$ cat src/sv/mal_pkg.sv
`timescale 1ns / 1ps
package mal_pkg;

   // Sample and fixed-point format
   localparam int SAMPLE_BITS   = 13;
   localparam int FRACTION_BITS = 8;
   localparam int SQ_BITS       = 2 * SAMPLE_BITS;
   localparam int FV_BITS       = SQ_BITS + FRACTION_BITS;

   // Register widths
   localparam int WINDOW_BITS = 8;
   localparam int CFG_BITS    = 16;
   localparam int NUM_BITS    = FV_BITS + CFG_BITS;

   // Mobility scale
   localparam int LEVEL_BITS  = 4;
   localparam int LEVEL_STEPS = 15;

   // Axes
   localparam int AXES      = 3;
   localparam int AXIS_BITS = $clog2(AXES);

   typedef logic signed [SAMPLE_BITS-1:0] sample_type;

   // Request commands
   localparam logic CMD_SAMPLE  = 1'b0;
   localparam logic CMD_RESTART = 1'b1;

   // Register map
   localparam int CSR_INDEX_BITS = 2;
   typedef logic [CSR_INDEX_BITS-1:0] csr_index_type;
   localparam csr_index_type CSR_WINDOW_SAMPLES = CSR_INDEX_BITS'(0);
   localparam csr_index_type CSR_FILTER_LENGTH  = CSR_INDEX_BITS'(1);
   localparam csr_index_type CSR_NOISE_FLOOR    = CSR_INDEX_BITS'(2);
   localparam csr_index_type CSR_LEVEL_RANGE    = CSR_INDEX_BITS'(3);

   // Register reset values
   localparam logic [WINDOW_BITS-1:0] WINDOW_RESET = WINDOW_BITS'(10);
   localparam logic [CFG_BITS-1:0]    LENGTH_RESET = CFG_BITS'(3000);
   localparam logic [CFG_BITS-1:0]    FLOOR_RESET  = CFG_BITS'(25);
   localparam logic [CFG_BITS-1:0]    RANGE_RESET  = CFG_BITS'(300);

endpackage

$ cat src/sv/mal_mul.sv
`timescale 1ns / 1ps
// Shift-add multiplier: one multiplier bit per cycle, LSB first.
module mal_mul
   import mal_pkg::*;
(
   input  logic                clock,
   input  logic                reset,
   input  logic                start,
   input  logic [FV_BITS-1:0]  multiplicand,
   input  logic [CFG_BITS-1:0] multiplier,
   output logic [NUM_BITS-1:0] product,
   output logic                done
);

   localparam int ACC_BITS  = NUM_BITS + 1;
   localparam int STEP_BITS = $clog2(CFG_BITS + 1);

   logic [ACC_BITS-1:0]  acc_ff, acc_in;
   logic [FV_BITS-1:0]   mcand_ff;
   logic [STEP_BITS-1:0] step_ff, step_in;
   logic                 busy_ff, busy_in;
   logic                 done_ff, done_in;
   logic [FV_BITS:0]     upper_sum;

   // Add the multiplicand into the upper half when the current bit is set, then shift
   always_comb begin
      upper_sum = acc_ff[ACC_BITS-1:CFG_BITS];
      if (acc_ff[0]) begin
         upper_sum = upper_sum + {1'b0, mcand_ff};
      end
      acc_in  = acc_ff;
      step_in = step_ff;
      busy_in = busy_ff;
      done_in = 1'b0;
      if (start) begin
         acc_in  = {{(FV_BITS + 1){1'b0}}, multiplier};
         step_in = STEP_BITS'(CFG_BITS);
         busy_in = 1'b1;
      end else if (busy_ff) begin
         acc_in  = {upper_sum, acc_ff[CFG_BITS-1:0]} >> 1;
         step_in = step_ff - STEP_BITS'(1);
         if (step_ff == STEP_BITS'(1)) begin
            busy_in = 1'b0;
            done_in = 1'b1;
         end
      end
   end

   // Hold control state
   always_ff @(posedge clock) begin
      if (reset) begin
         busy_ff <= 1'b0;
         done_ff <= 1'b0;
         step_ff <= '0;
      end else begin
         busy_ff <= busy_in;
         done_ff <= done_in;
         step_ff <= step_in;
      end
   end

   // Hold operands and partial product
   always_ff @(posedge clock) begin
      acc_ff <= acc_in;
      if (start) begin
         mcand_ff <= multiplicand;
      end
   end

   assign product = acc_ff[NUM_BITS-1:0];
   assign done    = done_ff;

endmodule

$ cat src/sv/mal_div.sv
`timescale 1ns / 1ps
// Restoring divider: one quotient bit per cycle, MSB first. The top CFG_BITS
// of the dividend must already be below the divisor.
module mal_div
   import mal_pkg::*;
(
   input  logic                clock,
   input  logic                reset,
   input  logic                start,
   input  logic [NUM_BITS-1:0] dividend,
   input  logic [CFG_BITS-1:0] divisor,
   output logic [FV_BITS-1:0]  quotient,
   output logic                done
);

   localparam int STEP_BITS = $clog2(FV_BITS + 1);

   logic [CFG_BITS-1:0]  rem_ff, rem_in;
   logic [FV_BITS-1:0]   quo_ff, quo_in;
   logic [CFG_BITS-1:0]  den_ff;
   logic [STEP_BITS-1:0] step_ff, step_in;
   logic                 busy_ff, busy_in;
   logic                 done_ff, done_in;
   logic [CFG_BITS:0]    shifted;
   logic [CFG_BITS:0]    diff;
   logic                 fits;

   // Shift one dividend bit into the remainder and try the subtract
   always_comb begin
      shifted = {rem_ff, quo_ff[FV_BITS-1]};
      diff    = shifted - {1'b0, den_ff};
      fits    = shifted >= {1'b0, den_ff};
      rem_in  = rem_ff;
      quo_in  = quo_ff;
      step_in = step_ff;
      busy_in = busy_ff;
      done_in = 1'b0;
      if (start) begin
         rem_in  = dividend[NUM_BITS-1:FV_BITS];
         quo_in  = dividend[FV_BITS-1:0];
         step_in = STEP_BITS'(FV_BITS);
         busy_in = 1'b1;
      end else if (busy_ff) begin
         rem_in  = fits ? diff[CFG_BITS-1:0] : shifted[CFG_BITS-1:0];
         quo_in  = {quo_ff[FV_BITS-2:0], fits};
         step_in = step_ff - STEP_BITS'(1);
         if (step_ff == STEP_BITS'(1)) begin
            busy_in = 1'b0;
            done_in = 1'b1;
         end
      end
   end

   // Hold control state
   always_ff @(posedge clock) begin
      if (reset) begin
         busy_ff <= 1'b0;
         done_ff <= 1'b0;
         step_ff <= '0;
      end else begin
         busy_ff <= busy_in;
         done_ff <= done_in;
         step_ff <= step_in;
      end
   end

   // Hold remainder, quotient shift line and divisor
   always_ff @(posedge clock) begin
      rem_ff <= rem_in;
      quo_ff <= quo_in;
      if (start) begin
         den_ff <= divisor;
      end
   end

   assign quotient = quo_ff;
   assign done     = done_ff;

endmodule

$ cat src/sv/mal_level.sv
`timescale 1ns / 1ps
// Mobility level: clamp against floor and top, else a four-step restoring
// division of (value - floor) * 15 by the range.
module mal_level
   import mal_pkg::*;
(
   input  logic                  clock,
   input  logic                  reset,
   input  logic                  start,
   input  logic [FV_BITS-1:0]    filter_value,
   input  logic [CFG_BITS-1:0]   noise_floor,
   input  logic [CFG_BITS-1:0]   level_range,
   output logic [LEVEL_BITS-1:0] level,
   output logic                  done
);

   localparam int NF_BITS   = CFG_BITS + FRACTION_BITS;
   localparam int TOP_BITS  = NF_BITS + 1;
   localparam int LW        = (FV_BITS > TOP_BITS) ? FV_BITS : TOP_BITS;
   localparam int NW        = NF_BITS + LEVEL_BITS;
   localparam int STEP_BITS = $clog2(LEVEL_BITS);

   typedef enum logic [1:0] {L_IDLE, L_CHECK, L_STEP} state_type;

   state_type             state_ff;
   logic [LEVEL_BITS-1:0] level_ff;
   logic                  done_ff;
   logic [STEP_BITS-1:0]  step_ff;
   logic [NW-1:0]         rem_ff;
   logic [NW-1:0]         dsh_ff;

   logic [LW-1:0]       fv_w, nf_w, top_w, diff;
   logic [NW-1:0]       scaled, den_w, rem_sub;
   logic [CFG_BITS-1:0] range_eff;
   logic                over, under, fits;

   // Compare against the band and set up the dividend
   always_comb begin
      fv_w      = LW'(filter_value);
      nf_w      = LW'(noise_floor) << FRACTION_BITS;
      top_w     = (LW'(noise_floor) + LW'(level_range)) << FRACTION_BITS;
      over      = fv_w > top_w;
      under     = fv_w < nf_w;
      diff      = fv_w - nf_w;
      scaled    = NW'(diff) * NW'(LEVEL_STEPS);
      range_eff = (level_range == '0) ? CFG_BITS'(1) : level_range;
      den_w     = NW'(range_eff) << (FRACTION_BITS + LEVEL_BITS - 1);
      fits      = rem_ff >= dsh_ff;
      rem_sub   = rem_ff - dsh_ff;
   end

   // Sequence the clamp check and the quotient steps
   always_ff @(posedge clock) begin
      if (reset) begin
         state_ff <= L_IDLE;
         level_ff <= '0;
         done_ff  <= 1'b0;
         step_ff  <= '0;
      end else begin
         done_ff <= 1'b0;
         unique case (state_ff)
            L_IDLE: begin
               if (start) begin
                  state_ff <= L_CHECK;
               end
            end
            L_CHECK: begin
               if (over) begin
                  level_ff <= LEVEL_BITS'(LEVEL_STEPS);
                  done_ff  <= 1'b1;
                  state_ff <= L_IDLE;
               end else if (under) begin
                  level_ff <= '0;
                  done_ff  <= 1'b1;
                  state_ff <= L_IDLE;
               end else begin
                  level_ff <= '0;
                  step_ff  <= STEP_BITS'(LEVEL_BITS - 1);
                  state_ff <= L_STEP;
               end
            end
            L_STEP: begin
               level_ff <= {level_ff[LEVEL_BITS-2:0], fits};
               if (step_ff == '0) begin
                  done_ff  <= 1'b1;
                  state_ff <= L_IDLE;
               end else begin
                  step_ff <= step_ff - STEP_BITS'(1);
               end
            end
            default: begin
               state_ff <= L_IDLE;
            end
         endcase
      end
   end

   // Hold the partial remainder and the shifted divisor
   always_ff @(posedge clock) begin
      if (state_ff == L_CHECK) begin
         rem_ff <= scaled;
         dsh_ff <= den_w;
      end else if (state_ff == L_STEP) begin
         if (fits) begin
            rem_ff <= rem_sub;
         end
         dsh_ff <= dsh_ff >> 1;
      end
   end

   assign level = level_ff;
   assign done  = done_ff;

endmodule

$ cat src/sv/motion_activity_level_tracker.sv
`timescale 1ns / 1ps
// Channel  Dir  Handshake            Payload
// req      in   req_valid/req_ready  command, accel_x, accel_y, accel_z
// rsp      out  rsp_valid/rsp_ready  mobility_level, peak_deviation,
//                                    filtered_whole, window_started
// csr      in   csr_write            csr_index, csr_wdata (no read-back)
//
// One beat at a time. A restart or reference beat goes from accept to
// rsp_valid through the mobility divider (4 steps). A sample that loads
// or raises the filter first scans the 3 axes and squares the peak; an
// averaging sample adds 16 multiplier and 34 divider steps (FV_BITS).
// Reset is synchronous, restores the default registers and clears tracker state.
// A stalled result sits in the output register; the next beat is accepted.
module motion_activity_level_tracker
   import mal_pkg::*;
(
   input  logic                      clock,
   input  logic                      reset,
   // request
   input  logic                      req_valid,
   output logic                      req_ready,
   input  logic                      req_command,
   input  logic [SAMPLE_BITS-1:0]    req_accel_x,
   input  logic [SAMPLE_BITS-1:0]    req_accel_y,
   input  logic [SAMPLE_BITS-1:0]    req_accel_z,
   // response
   output logic                      rsp_valid,
   input  logic                      rsp_ready,
   output logic [LEVEL_BITS-1:0]     rsp_mobility_level,
   output logic [SAMPLE_BITS-1:0]    rsp_peak_deviation,
   output logic [SQ_BITS-1:0]        rsp_filtered_whole,
   output logic                      rsp_window_started,
   // configuration
   input  logic                      csr_write,
   input  csr_index_type             csr_index,
   input  logic [CFG_BITS-1:0]       csr_wdata
);

   typedef enum logic [3:0] {
      S_IDLE, S_AXIS, S_SQUARE, S_DECIDE, S_MUL_GO, S_MUL,
      S_DIV_GO, S_DIV, S_LEVEL_GO, S_LEVEL, S_DONE
   } state_type;

   // Configuration
   logic [WINDOW_BITS-1:0] window_samples_ff;
   logic [CFG_BITS-1:0]    filter_length_ff;
   logic [CFG_BITS-1:0]    noise_floor_ff;
   logic [CFG_BITS-1:0]    level_range_ff;

   // Control and results
   state_type             state_ff, state_in;
   logic                  rsp_valid_ff, rsp_valid_in;
   logic [LEVEL_BITS-1:0] rsp_level_ff;
   logic [SAMPLE_BITS-1:0] rsp_peak_ff;
   logic [SQ_BITS-1:0]    rsp_whole_ff;
   logic                  rsp_started_ff;
   logic                  load_rsp;

   // Tracker state
   sample_type             axis_min_ff [AXES];
   sample_type             axis_min_in [AXES];
   sample_type             axis_max_ff [AXES];
   sample_type             axis_max_in [AXES];
   sample_type             axis_ref_ff [AXES];
   sample_type             axis_ref_in [AXES];
   logic [WINDOW_BITS-1:0] window_left_ff, window_left_in;
   logic [FV_BITS-1:0]     fv_ff, fv_in;
   logic [CFG_BITS-1:0]    count_ff, count_in;
   logic [SAMPLE_BITS-1:0] peak_ff, peak_in;

   // Working registers
   sample_type          sample_ff [AXES];
   sample_type          sample_in [AXES];
   logic [AXIS_BITS-1:0] axis_ff, axis_in;
   logic                started_ff, started_in;
   logic [FV_BITS-1:0]  sq_ff, sq_in;
   logic [CFG_BITS-1:0] mult_ff, mult_in;
   logic [CFG_BITS-1:0] divisor_ff, divisor_in;
   logic [NUM_BITS-1:0] num_ff, num_in;

   // Axis scan
   sample_type             sel_sample, sel_min, sel_max, sel_ref;
   sample_type             new_min, new_max;
   logic [SAMPLE_BITS:0]   lo_diff, hi_diff;
   logic [SAMPLE_BITS-1:0] axis_peak;
   logic [SQ_BITS-1:0]     square;
   logic [CFG_BITS-1:0]    len_eff;

   // Arithmetic units
   logic                  mul_start, mul_done;
   logic [NUM_BITS-1:0]   mul_product;
   logic                  div_start, div_done;
   logic [FV_BITS-1:0]    div_quotient;
   logic                  level_start, level_done;
   logic [LEVEL_BITS-1:0] level_value;

   assign req_ready   = (state_ff == S_IDLE);
   assign mul_start   = (state_ff == S_MUL_GO);
   assign div_start   = (state_ff == S_DIV_GO);
   assign level_start = (state_ff == S_LEVEL_GO);

   mal_mul u_mul (
      .clock        (clock),
      .reset        (reset),
      .start        (mul_start),
      .multiplicand (fv_ff),
      .multiplier   (mult_ff),
      .product      (mul_product),
      .done         (mul_done)
   );

   mal_div u_div (
      .clock    (clock),
      .reset    (reset),
      .start    (div_start),
      .dividend (num_ff),
      .divisor  (divisor_ff),
      .quotient (div_quotient),
      .done     (div_done)
   );

   mal_level u_level (
      .clock        (clock),
      .reset        (reset),
      .start        (level_start),
      .filter_value (fv_ff),
      .noise_floor  (noise_floor_ff),
      .level_range  (level_range_ff),
      .level        (level_value),
      .done         (level_done)
   );

   // Widen one axis and take its peak distance from the reference
   always_comb begin
      sel_sample = sample_ff[axis_ff];
      sel_min    = axis_min_ff[axis_ff];
      sel_max    = axis_max_ff[axis_ff];
      sel_ref    = axis_ref_ff[axis_ff];
      new_min    = (sel_sample < sel_min) ? sel_sample : sel_min;
      new_max    = (sel_sample > sel_max) ? sel_sample : sel_max;
      lo_diff    = {sel_ref[SAMPLE_BITS-1], sel_ref} - {new_min[SAMPLE_BITS-1], new_min};
      hi_diff    = {new_max[SAMPLE_BITS-1], new_max} - {sel_ref[SAMPLE_BITS-1], sel_ref};
      axis_peak  = (lo_diff[SAMPLE_BITS-1:0] > hi_diff[SAMPLE_BITS-1:0]) ?
                   lo_diff[SAMPLE_BITS-1:0] : hi_diff[SAMPLE_BITS-1:0];
      square     = peak_ff * peak_ff;
      len_eff    = (filter_length_ff == '0) ? CFG_BITS'(1) : filter_length_ff;
   end

   // Next-state logic for the sequencer and its datapath
   always_comb begin
      state_in       = state_ff;
      rsp_valid_in   = rsp_valid_ff && !rsp_ready;
      load_rsp       = 1'b0;
      axis_min_in    = axis_min_ff;
      axis_max_in    = axis_max_ff;
      axis_ref_in    = axis_ref_ff;
      window_left_in = window_left_ff;
      fv_in          = fv_ff;
      count_in       = count_ff;
      peak_in        = peak_ff;
      sample_in      = sample_ff;
      axis_in        = axis_ff;
      started_in     = started_ff;
      sq_in          = sq_ff;
      mult_in        = mult_ff;
      divisor_in     = divisor_ff;
      num_in         = num_ff;

      unique case (state_ff)
         S_IDLE: begin
            if (req_valid) begin
               sample_in[0] = req_accel_x;
               sample_in[1] = req_accel_y;
               sample_in[2] = req_accel_z;
               started_in   = 1'b0;
               if (req_command == CMD_RESTART) begin
                  count_in = '0;
                  state_in = S_LEVEL_GO;
               end else if (window_left_ff == '0) begin
                  // New reference: min, max and reference all take the sample
                  axis_min_in[0] = req_accel_x;
                  axis_min_in[1] = req_accel_y;
                  axis_min_in[2] = req_accel_z;
                  axis_max_in[0] = req_accel_x;
                  axis_max_in[1] = req_accel_y;
                  axis_max_in[2] = req_accel_z;
                  axis_ref_in[0] = req_accel_x;
                  axis_ref_in[1] = req_accel_y;
                  axis_ref_in[2] = req_accel_z;
                  window_left_in = window_samples_ff;
                  peak_in        = '0;
                  started_in     = 1'b1;
                  state_in       = S_LEVEL_GO;
               end else begin
                  window_left_in = window_left_ff - WINDOW_BITS'(1);
                  peak_in        = '0;
                  axis_in        = '0;
                  state_in       = S_AXIS;
               end
            end
         end
         S_AXIS: begin
            axis_min_in[axis_ff] = new_min;
            axis_max_in[axis_ff] = new_max;
            peak_in = (axis_peak > peak_ff) ? axis_peak : peak_ff;
            if (axis_ff == AXIS_BITS'(AXES - 1)) begin
               state_in = S_SQUARE;
            end else begin
               axis_in = axis_ff + AXIS_BITS'(1);
            end
         end
         S_SQUARE: begin
            sq_in    = FV_BITS'(square) << FRACTION_BITS;
            state_in = S_DECIDE;
         end
         S_DECIDE: begin
            if (count_ff == '0) begin
               fv_in    = sq_ff;
               count_in = CFG_BITS'(1);
               state_in = S_LEVEL_GO;
            end else if (sq_ff > fv_ff) begin
               fv_in    = sq_ff;
               state_in = S_LEVEL_GO;
            end else if (count_ff < len_eff) begin
               divisor_in = count_ff;
               mult_in    = count_ff - CFG_BITS'(1);
               count_in   = count_ff + CFG_BITS'(1);
               state_in   = S_MUL_GO;
            end else begin
               divisor_in = len_eff;
               mult_in    = len_eff - CFG_BITS'(1);
               state_in   = S_MUL_GO;
            end
         end
         S_MUL_GO: begin
            state_in = S_MUL;
         end
         S_MUL: begin
            if (mul_done) begin
               num_in   = mul_product + NUM_BITS'(sq_ff);
               state_in = S_DIV_GO;
            end
         end
         S_DIV_GO: begin
            state_in = S_DIV;
         end
         S_DIV: begin
            if (div_done) begin
               fv_in    = div_quotient;
               state_in = S_LEVEL_GO;
            end
         end
         S_LEVEL_GO: begin
            state_in = S_LEVEL;
         end
         S_LEVEL: begin
            if (level_done) begin
               state_in = S_DONE;
            end
         end
         S_DONE: begin
            // Load the output register once the previous beat has left
            if (!rsp_valid_ff || rsp_ready) begin
               load_rsp     = 1'b1;
               rsp_valid_in = 1'b1;
               state_in     = S_IDLE;
            end
         end
         default: begin
            state_in = S_IDLE;
         end
      endcase
   end

   // Hold sequencer state and the output register
   always_ff @(posedge clock) begin
      if (reset) begin
         state_ff     <= S_IDLE;
         rsp_valid_ff <= 1'b0;
      end else begin
         state_ff     <= state_in;
         rsp_valid_ff <= rsp_valid_in;
         if (load_rsp) begin
            rsp_level_ff   <= level_value;
            rsp_peak_ff    <= peak_ff;
            rsp_whole_ff   <= fv_ff[FV_BITS-1:FRACTION_BITS];
            rsp_started_ff <= started_ff;
         end
      end
   end

   // Take configuration writes
   always_ff @(posedge clock) begin
      if (reset) begin
         window_samples_ff <= WINDOW_RESET;
         filter_length_ff  <= LENGTH_RESET;
         noise_floor_ff    <= FLOOR_RESET;
         level_range_ff    <= RANGE_RESET;
      end else if (csr_write) begin
         unique case (csr_index)
            CSR_WINDOW_SAMPLES: window_samples_ff <= csr_wdata[WINDOW_BITS-1:0];
            CSR_FILTER_LENGTH:  filter_length_ff  <= csr_wdata;
            CSR_NOISE_FLOOR:    noise_floor_ff    <= csr_wdata;
            CSR_LEVEL_RANGE:    level_range_ff    <= csr_wdata;
         endcase
      end
   end

   // Hold tracker state
   always_ff @(posedge clock) begin
      if (reset) begin
         for (int i = 0; i < AXES; i++) begin
            axis_min_ff[i] <= '0;
            axis_max_ff[i] <= '0;
            axis_ref_ff[i] <= '0;
         end
         window_left_ff <= '0;
         fv_ff          <= '0;
         count_ff       <= '0;
         peak_ff        <= '0;
      end else begin
         axis_min_ff    <= axis_min_in;
         axis_max_ff    <= axis_max_in;
         axis_ref_ff    <= axis_ref_in;
         window_left_ff <= window_left_in;
         fv_ff          <= fv_in;
         count_ff       <= count_in;
         peak_ff        <= peak_in;
      end
   end

   // Hold working registers
   always_ff @(posedge clock) begin
      sample_ff  <= sample_in;
      axis_ff    <= axis_in;
      started_ff <= started_in;
      sq_ff      <= sq_in;
      mult_ff    <= mult_in;
      divisor_ff <= divisor_in;
      num_ff     <= num_in;
   end

   assign rsp_valid          = rsp_valid_ff;
   assign rsp_mobility_level = rsp_level_ff;
   assign rsp_peak_deviation = rsp_peak_ff;
   assign rsp_filtered_whole = rsp_whole_ff;
   assign rsp_window_started = rsp_started_ff;

endmodule

$ cat config.mk
export PLATFORM = sky130hd
export DESIGN_NAME = motion_activity_level_tracker
export DESIGN_NICKNAME = d
export VERILOG_FILES = /design/src/sv/mal_pkg.sv /design/src/sv/mal_mul.sv /design/src/sv/mal_div.sv /design/src/sv/mal_level.sv /design/src/sv/motion_activity_level_tracker.sv
export SDC_FILE = /design/constraint.sdc
export NUM_CORES = 2
export LEC_CHECK = 0
export ABC_AREA = 1
export CORE_MARGIN = 5
export CORE_UTILIZATION = 59
export CTS_CLUSTER_DIAMETER = 60
export DETAILED_ROUTE_END_ITERATION = 6
export DONT_BUFFER_PORTS = 1
export PLACE_DENSITY = 0.74
export SYNTH_ARGS = -nofsm -noshare
export SYNTH_HDL_FRONTEND = slang
export SYNTH_HIERARCHICAL = 1
export SYNTH_SLANG_ARGS = --single-unit
$ cat constraint.sdc
create_clock -name clock -period 6.9 [get_ports clock]
set_input_delay 0.345 -clock clock [delete_from_list [all_inputs] [get_ports clock]]
set_output_delay 0.345 -clock clock [all_outputs]
set_load 0.01 [all_outputs]
==> key figures <==
Run status
  – Outcome: complete, but fails checks
  – Failing checks: hold timing, setup timing

Detailed routing
  – Final wirelength: about 150 mm
  – Detailed Route Iter0 Violations: 4,427
  – Routed Antenna Nets: 0
  – Pre-antenna DRT Iters: 6
  – DRC errors left: 0
  – WL/cell: 19.65 microns
  – DR vias/cell: 5.819
  – Vias post-DR: 43,106

Clock network
  – Clk root buf: clkbuf_16
  – Cts-stage hold buffer count: 115
  – CTS tree: yes
  – Clk sinks: 671
  – CTS clk-pin slew, worst paths: approximately 60 ps
  – TritonCTS buffer count: 79
  – CTS H-tree lvls: 3
  – CTS max path bufs: 3
  – Clk Latency, worst-skew pair: 660 ps

Synthesis
  – Post-Synth Adder-Cell Area: 16.27%
  – Post-synth ARST share: 0%
  – Top FF cell, synth: edfxtp_1
  – Compound-Gate Fraction of Synth Area: 14.18%
  – Synth unique cells: 71
  – Sequential-to-total area share from yosys stat: between 30 and 40%
  – Cell count after synthesis: between 5,000 and 6,000
  – Main area contributors after synthesis: edfxtp_1 23%, dfxtp_1 14%, nand2_1 11%
  – Synth Area in XOR/XNOR: 3.442%
  – Mux share of post-synthesis cell area: less than 1%
  – Mapped Avg Cell Area: 7.850 sq um
  – Largest family of logic cells by synthesized area: simple AND/OR/NAND/NOR gates
  – Post-synth EDFFs: roughly 350
  – Warnings from Yosys: 6
  – Cell Area, Synth: 46,860 sq um
  – Synth area leader: edfxtp_1
  – Top cell type's share of synthesized area: around 23%
  – Simple logic cell fraction of the synthesized area: 21.52%
  – Seq cells post-synth: roughly 670
  – Syn Nets: 6,556

Critical path
  – Most used cell along the critical path: buf_4
  – Critical path startpoint: axis_ff[0]$_SDFFCE_PN0P_
  – Critical path class: flip-flop to flip-flop
  – R2R Path Start: axis_ff[0]$_SDFFCE_PN0P_
  – Worst path required time: 7430 ps
  – Arr. time, crit path: between 8000 and 9000 ps
  – Max FO, Critical Path: 6
  – CP max stage delay: 410 ps
  – Slowest cell on the critical path: edfxtp_1
  – Crit start category: flip-flop
  – CP Capture Type: flip-flop

Placement
  – Final GP Congestion: 0.9814
  – DP HPWL: 104.5 mm
  – Buffers on Ports: 0

STA
  – Final hold vios: 13
  – Final worst path period need: 7926 ps
  – Max Slew Vio Count: 0
  – Tcrit/Tclk final: 114.9%
  – Slew HR: between 15 and 20%
  – RSZ-0062 raised after global routing: yes
  – Worst setup margin: -1026 ps
  – Skew final: 56.02 ps
  – Worst hold slack: -163.3 ps
  – Fmax: 0.1262 GHz
  – Worst Tran Pin Value: ~1300 ps
  – # setup viols final: 13

Final layout
  – Layout cells sized above 1: 11.57%
  – # nets final: about 6,900
  – Area Growth Syn to Fin: 16.91%
  – Most frequent cells in the layout: 1,332 x nand2_1, 795 x inv_1, 511 x nor2_1
  – Commonest non-fill, non-tap cell in the layout: nand2_1

Global routing
  – Vias in the first global route: 41,087
  – Initial antenna violation count: 9
  – Overflow after GRT: 0
  – GRT Resource Usage Total: 32.59%
  – Pin count of the biggest net entering global routing: 95
  – Global-route wire length before repair: roughly 220 mm

Job
  – Max cap viols: 0

Floorplanning
  – Initial core utilization: 59.41%
  – Chip Height: a little under 300 microns
  – Site row count: between 100 and 150
  – Die X: 291.8 microns
  – Core area: about 80,000 sq um
  – Io pins: 109
  – Total Die Area: 85,160 sq um

Worst hold path
  – Worst min path class: input pin to flip-flop
  – Hold Startpoint: reset
==> area by class of cell <==
cell class / count / area [sq um]
multi-input combinational: 4280 / 27000
antenna: 4 / 10.01
tap: 1050 / 1314
clock inverter: 35 / 504.2
clock buffer: 110 / 2145
sequential: 671 / 16970
timing repair buffer: 409 / 3618
timing repair inverter: 1 / 7.507
fill: 6281 / 24090
inverter: 848 / 3216
==> logic make-up (layout without fill, tap and decap cells) <==
family | Yosys count | after routing
compound gates | 1174 | 1174
flops | 671 | 671
xor+xnor | 179 | 179
simple gates | 2401 | 2402
mux | 1 | 1
fa+ha+maj | 524 | 524
buf+inv | 1019 | 1403
other cells | 0 | 4
==> worst paths after layout <==
kind | end | slack [ps] | depth (start not counted)
worst max-delay path | peak_ff[5]$_SDFFE_PP0P_ | -1030 | 54
worst min-delay path | peak_ff[0]$_SDFFE_PP0P_ | -160 | 1
worst max register to register | peak_ff[5]$_SDFFE_PP0P_ | -1030 | 54
worst min register to register | u_div/den_ff[10]$_DFFE_PP_ | 420 | 0
==> stage by stage <==
| step | utilization, % | setup TNS, ps | worst slack, ps | cells | instance area [sq um] |
|---|---|---|---|---|---|
| floorplan | - | -1016 | -92.86 | 5969 | 47000 |
| global placement | 62.57 | -7853 | -623.3 | 7077 | 49350 |
| detailed placement | 62.57 | -10670 | -840.0 | 7077 | 49350 |
| CTS | 68.61 | -4884 | -420.1 | 7380 | 54110 |
| global route | 69.46 | -16160 | -1306 | 7408 | 54780 |
| finish | 69.46 | -12500 | -1026 | 7408 | 54780 |
==> Yosys cell counts (8+ instances only) <==
library cell	instances
a2bb2oi_1	11
a22oi_1	24
nand3b_1	27
ha_1	382
o211ai_1	27
inv_1	816
a31oi_1	35
o22ai_1	20
dfxtp_1	318
a211oi_1	15
a32oi_1	14
buf_1	10
nor2_2	14
and2_1	15
nor4_1	13
a21o_1	17
nor3_1	69
inv_2	27
nand2_1	1343
or2_2	40
nand4_1	39
o21ai_0	382
fa_1	142
nand3_2	8
a221oi_1	31
a21boi_0	11
clkbuf_1	120
buf_2	33
a21oi_1	484
xor2_1	116
o21bai_1	28
o21a_1	11
xnor2_1	57
nand3_1	253
edfxtp_1	353
nor2_1	527
nand2_2	24
o21ai_1	27
==> timing repair <==
action / 4_1_cts / 5_1_grt
setup buffers: 37 / 23
resized for setup: 123 / 98
cloned: 6 / 1
endpoints found under the hold margin: 256 / 13
pin swaps: 42 / 65
endpoints found under the setup margin: 13 / 13
==> worst max-delay path, delay by kind of cell, from the launching register on <==
kind | cells | cell delay [ps]
buf+inv | 29 | 3810
simple gates | 12 | 1580
compound gates | 11 | 1500
fa+ha+maj | 2 | 470
flops | 1 | 410
==> layer usage <==
layer | track usage, % | vias up | wire length (microns)
met5 | 0 | - | 13
li1 | - | 20444 | -
met2 | 52.46 | 2043 | 66540
met4 | 13.93 | 2 | 7341
met1 | 44.30 | 20171 | 59450
met3 | 4.814 | 446 | 12230
==> registers in the layout (all words and copies together), names as in the netlist, 16 cells and up <==
register	flops
noise_floor_ff	16
sq_ff	25
u_div/den_ff	16
count_ff	16
u_level/dsh_ff	27
sample_ff	39
rsp_filtered_whole	26
divisor_ff	16
axis_min_ff	39
u_div/quotient	34
mult_ff	16
fv_ff	34
level_range_ff	16
axis_ref_ff	39
axis_max_ff	39
u_div/rem_ff	16
u_mul/mcand_ff	34
u_mul/acc_ff	50
filter_length_ff	16
num_ff	50
u_level/rem_ff	28
Power is not shown: default switching activity piles up to over one toggle a cycle in this logic, so the estimate is an artifact.
